--- src/sv/ftgc_pkg.sv ---
// Shared constants, register indexes and types of the force-torque gravity compensation unit.
// Used by ftgc_cfg_regs and ft_sensor_gravity_compensation_unit; depends on nothing else.
package ftgc_pkg;

  localparam int COMP_BITS     = 20;
  localparam int ROT_FRAC_BITS = 16;
  localparam int ROT_BITS      = ROT_FRAC_BITS + 2;
  localparam int ROW_W         = 3 * ROT_BITS;
  localparam int VEC_W         = 3 * COMP_BITS;

  localparam int CFG_DATA_W    = 64;
  localparam int CFG_ADDR_W    = 6;
  localparam int REG_IDX_LSB   = 3;

  // Datapath widths, all exact until the final clamp.
  localparam int PROD1_W = ROT_BITS + COMP_BITS;
  localparam int ACC1_W  = PROD1_W + 2;
  localparam int U_W     = ACC1_W - ROT_FRAC_BITS;
  localparam int PROD2_W = ROT_BITS + U_W;
  localparam int ACC2_W  = PROD2_W + 2;
  localparam int W_W     = ACC2_W - ROT_FRAC_BITS;
  localparam int D_W     = COMP_BITS + 1;
  localparam int CPROD_W = ROT_BITS + D_W;
  localparam int CX_W    = CPROD_W + 1;
  localparam int CXS_W   = CX_W - ROT_FRAC_BITS;
  localparam int SUM_W   = W_W + 1;

  localparam logic [ROW_W-1:0] ROT_ONE = ROW_W'(1) << ROT_FRAC_BITS;

  typedef enum logic [2:0] {
    REG_MOUNT_ROW_0   = 3'd0,
    REG_MOUNT_ROW_1   = 3'd1,
    REG_MOUNT_ROW_2   = 3'd2,
    REG_GRAVITY_FORCE = 3'd3,
    REG_MASS_CENTER   = 3'd4,
    REG_FORCE_OFFSET  = 3'd5,
    REG_TORQUE_OFFSET = 3'd6,
    REG_ENABLE        = 3'd7
  } reg_idx_e;

  typedef struct packed {
    logic [2:0][ROW_W-1:0] mount_row;
    logic [VEC_W-1:0]      gravity_force;
    logic [ROW_W-1:0]      mass_center;
    logic [VEC_W-1:0]      force_offset;
    logic [VEC_W-1:0]      torque_offset;
    logic                  enable;
  } cfg_t;

  typedef struct packed {
    logic [COMP_BITS-1:0] value;
    logic                 sat;
  } clamp_t;

  function automatic logic signed [ROT_BITS-1:0] rot_entry(input logic [ROW_W-1:0] word,
                                                           input int unsigned k);
    return $signed(word[k*ROT_BITS +: ROT_BITS]);
  endfunction

  function automatic logic signed [COMP_BITS-1:0] comp_entry(input logic [VEC_W-1:0] word,
                                                             input int unsigned k);
    return $signed(word[k*COMP_BITS +: COMP_BITS]);
  endfunction

  // The value fits when all bits from the component's sign bit upwards agree.
  function automatic clamp_t clamp_comp(input logic signed [SUM_W-1:0] v);
    clamp_t                       r;
    logic [SUM_W-COMP_BITS:0]     upper;
    upper   = v[SUM_W-1:COMP_BITS-1];
    r.sat   = !((&upper) || !(|upper));
    if (!r.sat) begin
      r.value = v[COMP_BITS-1:0];
    end else if (v[SUM_W-1]) begin
      r.value = {1'b1, {(COMP_BITS-1){1'b0}}};
    end else begin
      r.value = {1'b0, {(COMP_BITS-1){1'b1}}};
    end
    return r;
  endfunction

endpackage

--- src/sv/ftgc_cfg_regs.sv ---
// APB-style configuration register file of the gravity compensation unit.
// Depends on ftgc_pkg for the register indexes and the cfg_t bundle.
module ftgc_cfg_regs (
  input  logic                             clk_i,
  input  logic                             rst_ni,
  input  logic                             psel_i,
  input  logic                             penable_i,
  input  logic                             pwrite_i,
  input  logic [ftgc_pkg::CFG_ADDR_W-1:0]  paddr_i,
  input  logic [ftgc_pkg::CFG_DATA_W-1:0]  pwdata_i,
  output logic [ftgc_pkg::CFG_DATA_W-1:0]  prdata_o,
  output ftgc_pkg::cfg_t                   cfg_o
);
  import ftgc_pkg::*;

  cfg_t     cfg_q, cfg_d;
  reg_idx_e idx;
  logic     wr_en;

  assign idx   = reg_idx_e'(paddr_i[CFG_ADDR_W-1:REG_IDX_LSB]);
  assign wr_en = psel_i && penable_i && pwrite_i;

  always_comb begin
    cfg_d = cfg_q;
    if (wr_en) begin
      case (idx)
        REG_MOUNT_ROW_0:   cfg_d.mount_row[0]  = pwdata_i[ROW_W-1:0];
        REG_MOUNT_ROW_1:   cfg_d.mount_row[1]  = pwdata_i[ROW_W-1:0];
        REG_MOUNT_ROW_2:   cfg_d.mount_row[2]  = pwdata_i[ROW_W-1:0];
        REG_GRAVITY_FORCE: cfg_d.gravity_force = pwdata_i[VEC_W-1:0];
        REG_MASS_CENTER:   cfg_d.mass_center   = pwdata_i[ROW_W-1:0];
        REG_FORCE_OFFSET:  cfg_d.force_offset  = pwdata_i[VEC_W-1:0];
        REG_TORQUE_OFFSET: cfg_d.torque_offset = pwdata_i[VEC_W-1:0];
        REG_ENABLE:        cfg_d.enable        = pwdata_i[0];
        default:           cfg_d = cfg_q;
      endcase
    end
  end

  always_comb begin
    case (idx)
      REG_MOUNT_ROW_0:   prdata_o = CFG_DATA_W'(cfg_q.mount_row[0]);
      REG_MOUNT_ROW_1:   prdata_o = CFG_DATA_W'(cfg_q.mount_row[1]);
      REG_MOUNT_ROW_2:   prdata_o = CFG_DATA_W'(cfg_q.mount_row[2]);
      REG_GRAVITY_FORCE: prdata_o = CFG_DATA_W'(cfg_q.gravity_force);
      REG_MASS_CENTER:   prdata_o = CFG_DATA_W'(cfg_q.mass_center);
      REG_FORCE_OFFSET:  prdata_o = CFG_DATA_W'(cfg_q.force_offset);
      REG_TORQUE_OFFSET: prdata_o = CFG_DATA_W'(cfg_q.torque_offset);
      REG_ENABLE:        prdata_o = CFG_DATA_W'(cfg_q.enable);
      default:           prdata_o = '0;
    endcase
  end

  // The mounting rotation comes out of reset as the identity.
  always_ff @(posedge clk_i or negedge rst_ni) begin
    if (!rst_ni) begin
      cfg_q.mount_row[0]  <= ROT_ONE;
      cfg_q.mount_row[1]  <= ROT_ONE << ROT_BITS;
      cfg_q.mount_row[2]  <= ROT_ONE << (2 * ROT_BITS);
      cfg_q.gravity_force <= '0;
      cfg_q.mass_center   <= '0;
      cfg_q.force_offset  <= '0;
      cfg_q.torque_offset <= '0;
      cfg_q.enable        <= 1'b0;
    end else begin
      cfg_q <= cfg_d;
    end
  end

  assign cfg_o = cfg_q;

endmodule

--- config.mk ---
export PLATFORM = sky130hd
export DESIGN_NAME = ftgc_cfg_regs
export DESIGN_NICKNAME = d
export VERILOG_FILES = /design/src/sv/ftgc_pkg.sv /design/src/sv/ftgc_cfg_regs.sv
export SDC_FILE = /design/constraint.sdc
export NUM_CORES = 1
export LEC_CHECK = 0
export BUFFER_PORTS_ARGS = -buffer_cell sky130_fd_sc_hd__buf_2
export CAP_MARGIN = 25
export CORE_AREA = 2 2 211 213
export CTS_CLUSTER_DIAMETER = 30
export DETAILED_ROUTE_END_ITERATION = 10
export DIE_AREA = 0 0 213 215
export GPL_ROUTABILITY_DRIVEN = 0
export PLACE_DENSITY = 0.66
export SLEW_MARGIN = 0
export SYNTH_ARGS = -nofsm -noshare
export SYNTH_HDL_FRONTEND = slang
export SYNTH_SLANG_ARGS = --single-unit
--- constraint.sdc ---
create_clock -name clk_i -period 1.75 [get_ports clk_i]
set_input_delay 0.175 -clock clk_i [delete_from_list [all_inputs] [get_ports clk_i]]
set_output_delay 0.175 -clock clk_i [all_outputs]
set_load 0.02 [all_outputs]
# Word level (Yosys, flattened, before mapping)
# Cells that the tools add are included.
# word_totals
out_inout_bits	461
regBits	397
wordCells	27
input_bits	75
# classes
reduce_logical	11
muxes	1
eq_ne	7
# op_table
operator	count
64-bit one-hot mux with 8 select lines	1
2-bit AND reduction	8
3-bit == test (second input constant)	4
3-bit by 2-bit == test with 1-bit output (second input constant)	2
3-bit by 1-bit == test with 1-bit output (second input constant)	1
3-bit zero test	1
1-bit logical AND	2

# Logic depth before layout (Yosys ltp)
# Gate-level depths: netlist of run 1.
# logic_depth
word_depth	3
ltp_mapped	7
ltp_nobuf	3

# Worst setup path before layout of run 1
# No wires, ideal clock.
# synth_timing
path_kind	in2out
start	input paddr_i[4] in the netlist's numbering
end	output prdata_o[3] in the netlist's numbering
required_ps	1575
path_stages	7
path_buffers	4
path_slack_ps	61
arrival_time_ps	1514
path_cell_list	buf_2 -> buf_4 -> nor2b_1 -> buf_2 -> buf_2 -> nand2_1 -> a31oi_1
# synth_via
elab_chain_cells	2
elab_cells_between_ends	9
classes_between	eq/ne (7); mux (1); reduce/logical (1)
# synth_lines
item	line	source
from (decl)	ftgc_cfg_regs.sv:9	input logic [ftgc_pkg::CFG_ADDR_W-1:0] paddr_i,
3-bit == test (tied with other cells)	ftgc_cfg_regs.sv:41	case (idx)
64-bit one-hot mux with 8 select lines *	ftgc_cfg_regs.sv:41	
to (decl)	ftgc_cfg_regs.sv:11	output logic [ftgc_pkg::CFG_DATA_W-1:0] prdata_o,
# Mark *: on every way between the ends. The rest lies on a longest branch, timed or not. The select of a mux whose other input is x is not followed.

# Worst setup path after layout of run 1
# layout_timing
start	register cfg_q, in the netlist cfg_o[12]
end	output prdata_o[11] in the netlist's numbering
# layout_via
elab_chain_cells	1
# layout_lines
item	line	source
from (decl)	ftgc_cfg_regs.sv:16	cfg_t cfg_q, cfg_d;
from (signal assigned)	ftgc_cfg_regs.sv:66	cfg_q <= cfg_d;
64-bit one-hot mux with 8 select lines	ftgc_cfg_regs.sv:41	
# No other way between the ends. The select of a mux whose other input is x is not followed.

==> qor.yml, run 1 <==
placement:
  io_buffers: 524
  dpl_cell_area_um2: 22300
  pre_cts_slack_ns: -0.0876
  dp_hpwl_um: 41900
clock_tree:
  clockBufferDepth: 3
  cts_sinks: 397
  cts_buffers: 88
  htree_num_levels: 3
  tritoncts: "done"
  worstSkewPairLatency_ns: 0.60
  cts_root_buffer: "clkbuf_16"
  path_clk_slew_ns: 0.05
drt:
  drt_pass1_iterations: 4
  drt-initial-drc-count: 832
  vias: 14700
  ant_nets: 0
  drc_errors: 0
  drt_wl_total_um: 65400
  routedWlPerCell_um: 23.9
  viasPerCell: 5.39
layout:
  postLayoutCellArea_um2: 27500
  fin_nets: 2148
  final_util_pct: 63.0
  area_growth_pct: 52.6
  drive_gt1_share_pct: 67.0
  largest_reg_flops: 397
  antenna_cells: 0
synth:
  netlist.area_leader.share_pct: 54.7
  synth.most_common_cell: "mux2_2"
  synth_cell_types: 33
  yosysTopAreaCell: "dfrtp_1"
  ys_seq_area_share_pct: 55.2
  synthArstFlopShare_pct: 100
  yosys_most_used_dff: "dfrtp_1"
  synth_cells: 1225
  ys_ff_latch: 397
  synth.cell_area_um2: 18000
  synth_area_leaders: "dfrtp_1 (55%), mux2_2 (26%), mux4_2 (4.6%)"
  avgSynthCellArea_um2: 14.7
  synthTopCellsByCount: "mux2_2 (411), dfrtp_1 (394), buf_2 (48)"
  synth_edf_count: 0
  yosysWarningCount: 0
worst_setup_path:
  reg2reg_setup_slack_ns: 0.61
  worstPathRequired_ns: 1.57
  worstPathArrival_ns: 1.92
  ff2ff_path_depth: 4
  path_max_fanout: 2
  critPathCaptureType: "primary output"
  path_class: "register to primary output"
  r2r_end: "cfg_o[29]"
  crit_path_start_kind: "register"
  timing.rr.start: "cfg_o[29]"
power:
  vdd_drop_max_mv: 1.10
  powerDensity_nw_per_um2: 1430
  power.leakage_nw: 13.7
sta:
  timing.fmax_mhz: 477
  fin_crit_sh_pct: 120
  setup_viol: 54
  slew_violations: 0
  rsz0062_at_grt: "true"
  clock_skew_ns: 0
  setup-tns-final_ns: -10.44
  period_needed_ns: 2.10
  timing.final.ws_setup_ns: -0.346
  final_hold_viol_count: 0
job:
  maxCapViolations: 0
floorplanning:
  start_util_pct: 41.3
  coreArea_um2: 43600
  die_h_um: 215
  io_pins: 536
  rows: 77
  dieArea_um2: 45800
  die_w_um: 213
min_path:
  hp-class: "primary input to asynchronous set/reset pin"
global_routing:
  grt.overflow.total: 0
  grt_pass1_wl_um: 96600
  antenna_found_initial: 0
  grt_start_max_net_pins: 52
  gr-usage-all-layers_pct: 28.0
  grt_pass1_vias: 15800
status:
  violations: "setup timing"
  run_status: "complete, but fails checks"
## logic make-up (layout without fill, tap and decap cells)
| kind of cell | after synthesis | after routing | synth area share [%] |
|---|---|---|---|
| buffers and inverters | 111 | 1026 | 3.30 |
| other | 1 | 4 | 0.0208 |
| and+or+nand+nor | 90 | 90 | 3.04 |
| muxes | 494 | 494 | 32.9 |
| DFF | 397 | 397 | 55.2 |
| AOI/OAI and AO/OA | 132 | 132 | 5.59 |
## metrics by stage
stage                     instances  hold slack, ns  power (mW)
final                          2735          0.0876        39.2
after global routing           2735           0.117        40.6
after CTS                      2697          0.0876        38.9
after detailed placement       2343           0.129        21.5
after global placement         2343           0.126        21.3
after floorplan                1228          -0.121        17.6
## per-layer routing
| metal | vias to the layer above | track usage, % | share of wire [%] |
|---|---|---|---|
| li1 | 6329 | - | - |
| met1 | 7527 | 33.5 | 39 |
| met2 | 703 | 46.4 | 49 |
| met3 | 169 | 7.94 | 8.0 |
| met4 | 0 | 12.9 | 4.0 |
| met5 | - | 0 | 0 |
## layout by cell type (no fill, tap or decap), drive strengths merged, types with 17 or more instances in the layout
| cell | netlist | layout |
|---|---|---|
| a21oi | 17 | 17 |
| clkinv | 0 | 28 |
| nand2b | 18 | 18 |
| clkbuf | 17 | 112 |
| mux2i | 41 | 41 |
| mux4 | 37 | 37 |
| inv | 16 | 21 |
| a31oi | 34 | 34 |
| mux2 | 416 | 416 |
| a2bb2oi | 17 | 17 |
| dfrtp | 394 | 394 |
| nor2 | 41 | 41 |
| dlygate4sd3 | 0 | 61 |
| o2bb2ai | 18 | 18 |
| buf | 78 | 789 |
## worst max-delay path, stage by stage, from the launching register on
cell	delay [ns]
dfrtp_1	0.40
mux4_2	0.49
mux2_4	0.30
buf_6	0.14
## how the worst max path moves through the flow
stage / to / cells past startpoint / slack [ns] / start
CTS: prdata_o[1] / 3 / -0.35 / cfg_o[2]
global route: prdata_o[11] / 3 / -0.38 / cfg_o[12]
detailed placement: cfg_o[314] / 6 / -0.09 / paddr_i[3]
floorplan: prdata_o[3] / 7 / 0.06 / paddr_i[4]
finish: prdata_o[11] / 3 / -0.35 / cfg_o[12]
global placement: cfg_o[326] / 6 / -0.09 / paddr_i[3]
## layout make-up
class | count | area [µm²]
Clock buffer | 112 | 2480
Multi-Input combinational cell | 720 | 7740
Timing Repair Buffer | 850 | 6100
Clock inverter | 48 | 438
Tap cell | 592 | 741
Fill cell | 3185 | 16100
Sequential cell | 397 | 9940
Inverter | 16 | 60.1
## timing repair
item	4_1_cts	5_1_grt
hold buffers	61	0
setup endpoints to repair	60	57
hold endpoints to repair	623	0
gates resized for setup	91	31
pin swaps	35	15
buffers inserted	133	38
cloned	0	0
## power breakdown
part | switching (mW) | internal (mW) | leakage [nW]
clock | 5.29 | 10.7 | 1.43
sequential | 1.39 | 11.0 | 5.07
combinational | 5.86 | 4.93 | 7.22
(Power assumes the default switching activity.)
==> run 2, diff against run 1 <==
PLACE_DENSITY = unset   (was 0.66)
PLACE_DENSITY_LB_ADDON = 0.15   (was unset)
clock period = 1.7 ns   (was 1.75 ns; I/O delays follow)
==> run 2 against run 1 <==
Effect of this change: the run still ends with setup timing left; highest routed layer unchanged; critical endpoint is now prdata_o[34]; clock-buffer cell count shrank 3; largest power group unchanged; utilization grew 0.26 points; combinational power is essentially flat; register-to-register slack gained 0.05 ns; sequential power is essentially flat; final cell count is essentially flat.
==> qor.yml, run 2 (synthesis gave the netlist of run 1 again) <==
layout:
  multi_input_area_um2: 7740  # about the same
  area_growth_pct: 53.2  # was 52.6%
  ff_latch_area_um2: 9940  # unchanged
  antenna_cells: 0  # unchanged
  final_cell_mix: "buf_2 (464), mux2_2 (401), dfrtp_1 (394)"  # was buf_2 (471), mux2_2 (404), dfrtp_1 (394)
  layout_commonest_cell: "buf_2"  # unchanged
  fillers: 3354  # was 3185
  stdcell_count: 2736  # was 2735
  fin_nets: 2144  # was 2148
  drive_gt1_share_pct: 66.8  # was 67.0%
  largest_reg_flops: 397  # unchanged
floorplanning:
  dieArea_um2: 45800  # unchanged
  die_h_um: 215  # unchanged
  coreArea_um2: 43600  # unchanged
  rows: 77  # unchanged
  start_util_pct: 41.3  # unchanged
  die_w_um: 213  # unchanged
  io_pins: 536  # unchanged
worst_setup_path:
  path_class: "register to primary output"  # unchanged
  slowest_delay_ns: 0.53  # was 0.49 ns
  crit_family: "compound AO/OA/AOI/OAI gates"  # was multiplexers
  crit_path_start_kind: "register"  # unchanged
  cp_num_cells: 4  # was 3
  timing.rr.start: "cfg_o[312]"  # was cfg_o[29]
  crit_buf_inv: 2  # was 1
  reg2reg_setup_slack_ns: 0.66  # was 0.61 ns
  r2r_end: "cfg_o[312]"  # was cfg_o[29]
  crit_slowest_cell: "dfstp_2"  # was mux4_2
  cp_cell_sequence: "inv_2, a221o_1, a31oi_2, buf_4"  # was mux4_2, mux2_4, buf_6
  critPathCaptureType: "primary output"  # unchanged
  path_max_fanout: 2  # unchanged
  worstPathRequired_ns: 1.53  # was 1.57 ns
  ff2ff_path_depth: 3  # was 4
  worstPathArrival_ns: 1.90  # was 1.92 ns
drt:
  drc_errors: 0  # unchanged
  drt_wl_total_um: 64100  # was 65400 µm
  routedWlPerCell_um: 23.4  # was 23.9 µm
  ant_nets: 0  # unchanged
  viasPerCell: 5.30  # was 5.39
  drt_pass1_iterations: 5  # was 4
  vias: 14500  # was 14700
  drt-initial-drc-count: 807  # was 832
power:
  swShare_pct: 31.0  # was 32.0%
  powerDensity_nw_per_um2: 1520  # was 1430 nW/µm²
  comb_power_share_pct: 26.3  # was 27.5%
  vdd_drop_max_mv: 1.06  # was 1.10 mV
  power.share.clock_pct: 43.4  # was 40.8%
  seqPwrFrac_pct: 30.2  # was 31.7%
  power.leakage_nw: 13.8  # was 13.7 nW
  p_sw_mw: 13.0  # was 12.5 mW
  p_int_mw: 29.0  # was 26.6 mW
job:
  maxCapViolations: 0  # unchanged
sta:
  timing.final.ws_setup_ns: -0.366  # was -0.346 ns
  hold_slack_ns: 0.0491  # was 0.0876 ns
  setup-tns-final_ns: -12.85  # was -10.44 ns
  final_hold_viol_count: 0  # unchanged
  clock_skew_ns: 0  # unchanged
  rsz0062_at_grt: "true"  # unchanged
  period_needed_ns: 2.07
  timing.fmax_mhz: 484
  setup_viol: 54  # unchanged
  slew_violations: 0  # unchanged
  fin_crit_sh_pct: 122
min_path:
  hp-class: "primary input to asynchronous set/reset pin"  # unchanged
clock_tree:
  htree_num_levels: 3  # unchanged
  clockBufferDepth: 3  # unchanged
  cts_buffers: 89  # was 88
  cts_sinks: 397  # unchanged
  tritoncts: "done"  # unchanged
  path_clk_slew_ns: 0.05  # about the same
  cts_root_buffer: "clkbuf_16"  # unchanged
  worstSkewPairLatency_ns: 0.60  # about the same
placement:
  dp_hpwl_um: 41400  # was 41900 µm
  io_buffers: 524  # unchanged
  pre_cts_slack_ns: -0.130  # was -0.0876 ns
  dp_cells: 2330  # was 2343
global_routing:
  gr-usage-all-layers_pct: 27.8  # was 28.0%
  grt.overflow.total: 0  # unchanged
  grt_pass1_vias: 15200  # was 15800
  grt_start_max_net_pins: 58  # was 52
  antenna_found_initial: 0  # unchanged
  grt_pass1_wl_um: 95900  # was 96600 µm
status:
  run_status: "complete, but fails checks"  # unchanged
  violations: "setup timing"  # unchanged
-- run 2: cell count changes in the layout (fill, tap and decap cells not counted), moves of 5 or more --
| cell | before | now |
|---|---|---|
| clkinv_2 | 23 | 10 |
| clkinv_4 | 4 | 11 |
| buf_2 | 471 | 464 |
| bufinv_16 | 5 | 15 |
| buf_12 | 50 | 33 |
| nor2_2 | 12 | 7 |
| buf_4 | 237 | 253 |
-- run 2: timing repair --
item | 4_1_cts | 5_1_grt
buffers inserted | 142 | 37
gates resized for setup | 102 | 27
endpoints found under the setup margin | 60 | 60
hold buffers | 61 | 0
hold endpoints to repair | 791 | 0
pin swaps | 35 | 13
gates cloned | 0 | 0
-- run 2: routing by layer --
layer | vias up | global-route usage [%] | wire length (µm)
met5 | - | 0 | 0
met4 | 0 | 10.3 | 1930
met3 | 114 | 7.83 | 4770
met2 | 548 | 44.5 | 30400
met1 | 7513 | 36.0 | 26900
li1 | 6318 | - | -
-- run 2: power by group through the flow --
| stage | logic [mW] | registers, mW | clock network [mW] |
|---|---|---|---|
| 6_report | 11.1 | 12.7 | 18.3 |
| 5_1_grt | 11.7 | 12.9 | 19.0 |
| 4_1_cts | 10.8 | 12.7 | 18.5 |
| 3_5_place_dp | 9.10 | 13.0 | 0 |
| 3_3_place_gp | 9.03 | 12.9 | 0 |
| 2_1_floorplan | 3.16 | 15.0 | 0 |
-- run 2: stage by stage --
stage	cell area [µm²]	power, mW	utilization [%]
final	27600	42.0	63.3
after floorplan	18000	18.1	-
after global placement	22000	22.0	50.3
after CTS	27200	41.9	62.4
after detailed placement	22000	22.1	50.3
after global routing	27600	43.6	63.3
-- run 2: worst max path at each step --
stage	end	slack (ns)	from
floorplan	prdata_o[3]	0.02	paddr_i[4]
global placement	prdata_o[34]	-0.12	paddr_i[4]
detailed placement	prdata_o[34]	-0.13	paddr_i[4]
CTS	prdata_o[9]	-0.39	cfg_o[10]
global route	prdata_o[34]	-0.42	cfg_o[323]
finish	prdata_o[34]	-0.37	cfg_o[323]
-- run 2: final cells by class --
class	instances	area share, %
clock buffers	109	8.85
clock inverters	57	2.90
inverters	16	0.218
multi-input cells	720	28.1
flip-flops and latches	397	36.0
well taps	592	2.68
repair buffers	845	21.3
==> run 3, diff against run 2 <==
BUFFER_PORTS_ARGS = -buffer_cell sky130_fd_sc_hd__buf_4   (was -buffer_cell sky130_fd_sc_hd__buf_2)
==> run 3 against run 2 <==
Effect of this change: the run still ends with setup timing left; via count up 1.4%; wire length up 3.6%; utilization up 3.9 points; sequential power about the same; global-route usage up 0.84 points; register-to-register slack about the same; final cell count up 1.4%; clock skew unchanged; critical endpoint is now prdata_o[53].
==> qor.yml, run 3 (synthesis gave the netlist of run 1 again) <==
worst_setup_path:
  worstPathArrival_ns: 1.93  # was 1.90 ns
  path_max_fanout: 2  # unchanged
  critPathCaptureType: "primary output"  # unchanged
  r2r_end: "cfg_o[378]"  # was cfg_o[312]
  crit_path_start_kind: "register"  # unchanged
  worstPathRequired_ns: 1.53  # about the same
  timing.rr.start: "cfg_o[378]"  # was cfg_o[312]
  path_class: "register to primary output"  # unchanged
  ff2ff_path_depth: 3  # unchanged
  reg2reg_setup_slack_ns: 0.66  # about the same
sta:
  timing.fmax_mhz: 477  # was 484 MHz
  fin_crit_sh_pct: 123  # was 122%
  period_needed_ns: 2.10  # was 2.07 ns
  rsz0062_at_grt: "true"  # unchanged
  final_hold_viol_count: 0  # unchanged
  slew_violations: 0  # unchanged
  clock_skew_ns: 0  # unchanged
  setup_viol: 54  # unchanged
  setup-tns-final_ns: -13.63  # was -12.85 ns
  timing.final.ws_setup_ns: -0.398  # was -0.366 ns
global_routing:
  grt.overflow.total: 0  # unchanged
  grt_pass1_wl_um: 98600  # was 95900 µm
  gr-usage-all-layers_pct: 28.7  # was 27.8%
  antenna_found_initial: 0  # unchanged
  grt_start_max_net_pins: 57  # was 58
  grt_pass1_vias: 15700  # was 15200
placement:
  dpl_cell_area_um2: 23300  # was 22000 µm²
  dp_hpwl_um: 42000  # was 41400 µm
  dp_cells: 2332  # was 2330
  io_buffers: 524  # unchanged
drt:
  drt-initial-drc-count: 781  # was 807
  drc_errors: 0  # unchanged
  vias: 14700  # was 14500
  ant_nets: 0  # unchanged
  drt_pass1_iterations: 5  # unchanged
  routedWlPerCell_um: 23.9  # was 23.4 µm
  drt_wl_total_um: 66300  # was 64100 µm
  viasPerCell: 5.30  # about the same
clock_tree:
  worstSkewPairLatency_ns: 0.60  # about the same
  htree_num_levels: 3  # unchanged
  cts_sinks: 397  # unchanged
  clockBufferDepth: 3  # unchanged
  cts_root_buffer: "clkbuf_16"  # unchanged
  cts_buffers: 93  # was 89
  tritoncts: "done"  # unchanged
  path_clk_slew_ns: 0.05  # about the same
floorplanning:
  start_util_pct: 41.3  # unchanged
  coreArea_um2: 43600  # unchanged
  dieArea_um2: 45800  # unchanged
  die_h_um: 215  # unchanged
  io_pins: 536  # unchanged
  die_w_um: 213  # unchanged
  rows: 77  # unchanged
layout:
  area_growth_pct: 62.6  # was 53.2%
  fin_nets: 2176  # was 2144
  ff_latch_area_um2: 9940  # unchanged
  multi_input_area_um2: 7740  # about the same
  final_cell_mix: "buf_4 (743), mux2_2 (401), dfrtp_1 (394)"  # was buf_2 (464), mux2_2 (401), dfrtp_1 (394)
  postLayoutCellArea_um2: 29300  # was 27600 µm²
  drive_gt1_share_pct: 67.6  # was 66.8%
  layout_commonest_cell: "buf_4"  # was buf_2
  largest_reg_flops: 397  # unchanged
  stdcell_count: 2774  # was 2736
  fillers: 3207  # was 3354
status:
  run_status: "complete, but fails checks"  # unchanged
  violations: "setup timing"  # unchanged
power:
  vdd_drop_max_mv: 1.36  # was 1.06 mV
  totalPowerFinal_mw: 45.2  # was 42.0 mW
  powerDensity_nw_per_um2: 1540  # was 1520 nW/µm²
  power.leakage_nw: 14.3  # was 13.8 nW
job:
  maxCapViolations: 0  # unchanged
min_path:
  hp-class: "primary input to asynchronous set/reset pin"  # unchanged
[run 3: critical path, cell delays in order (launching register included)]
cell and delay [ns]:
dfrtp_1 0.37, mux4_2 0.52, mux2_4 0.30, buf_6 0.13
[run 3: how the worst max path moves through the flow]
| stage | startpoint | endpoint | slack (ns) | depth (start not counted) |
|---|---|---|---|---|
| after detailed placement | paddr_i[5] | prdata_o[31] | -0.08 | 6 |
| after global placement | paddr_i[5] | prdata_o[15] | -0.07 | 6 |
| after global routing | cfg_o[54] | prdata_o[53] | -0.44 | 3 |
| after CTS | cfg_o[54] | prdata_o[53] | -0.42 | 3 |
| final | cfg_o[54] | prdata_o[53] | -0.40 | 3 |
| after floorplan | paddr_i[4] | prdata_o[3] | 0.02 | 7 |
[run 3: repair_timing]
action / in CTS / in global routing
endpoints found under the hold margin: 791 / 0
gates resized for setup: 48 / 29
hold buffers: 61 / 0
pin swaps: 34 / 19
setup endpoints to repair: 60 / 60
setup buffers: 167 / 38
[run 3: report_power, final]
group | switching (mW) | internal (mW)
Clock | 5.73 | 14.2
Combinational | 6.15 | 6.31
Sequential | 1.45 | 11.4
[run 3: area by class of cell]
class | instances | area share, %
multi-input cells | 720 | 26.4
diodes | 1 | 0.00854
clock inverters | 55 | 3.16
inverters | 16 | 0.205
clock buffers | 120 | 8.94
flip-flops and latches | 397 | 33.9
repair buffers | 873 | 24.9
well taps | 592 | 2.53
[run 3: metrics by stage]
stage	setup slack (ns)	hold slack, ns	utilization, %
after floorplan	0.0205	-0.126	-
after global placement	-0.0722	0.109	53.4
after detailed placement	-0.0767	0.110	53.4
after CTS	-0.424	0.0573	66.2
after global routing	-0.445	0.0745	67.1
final	-0.398	0.0634	67.2
[run 3: per-layer routing]
metal	share of wire (%)	vias up	GRT usage, %
met4	3.5	0	11.7
met1	41	7607	35.8
met3	7.7	126	8.81
met2	48	579	46.2
li1	-	6378	-
met5	0	-	0
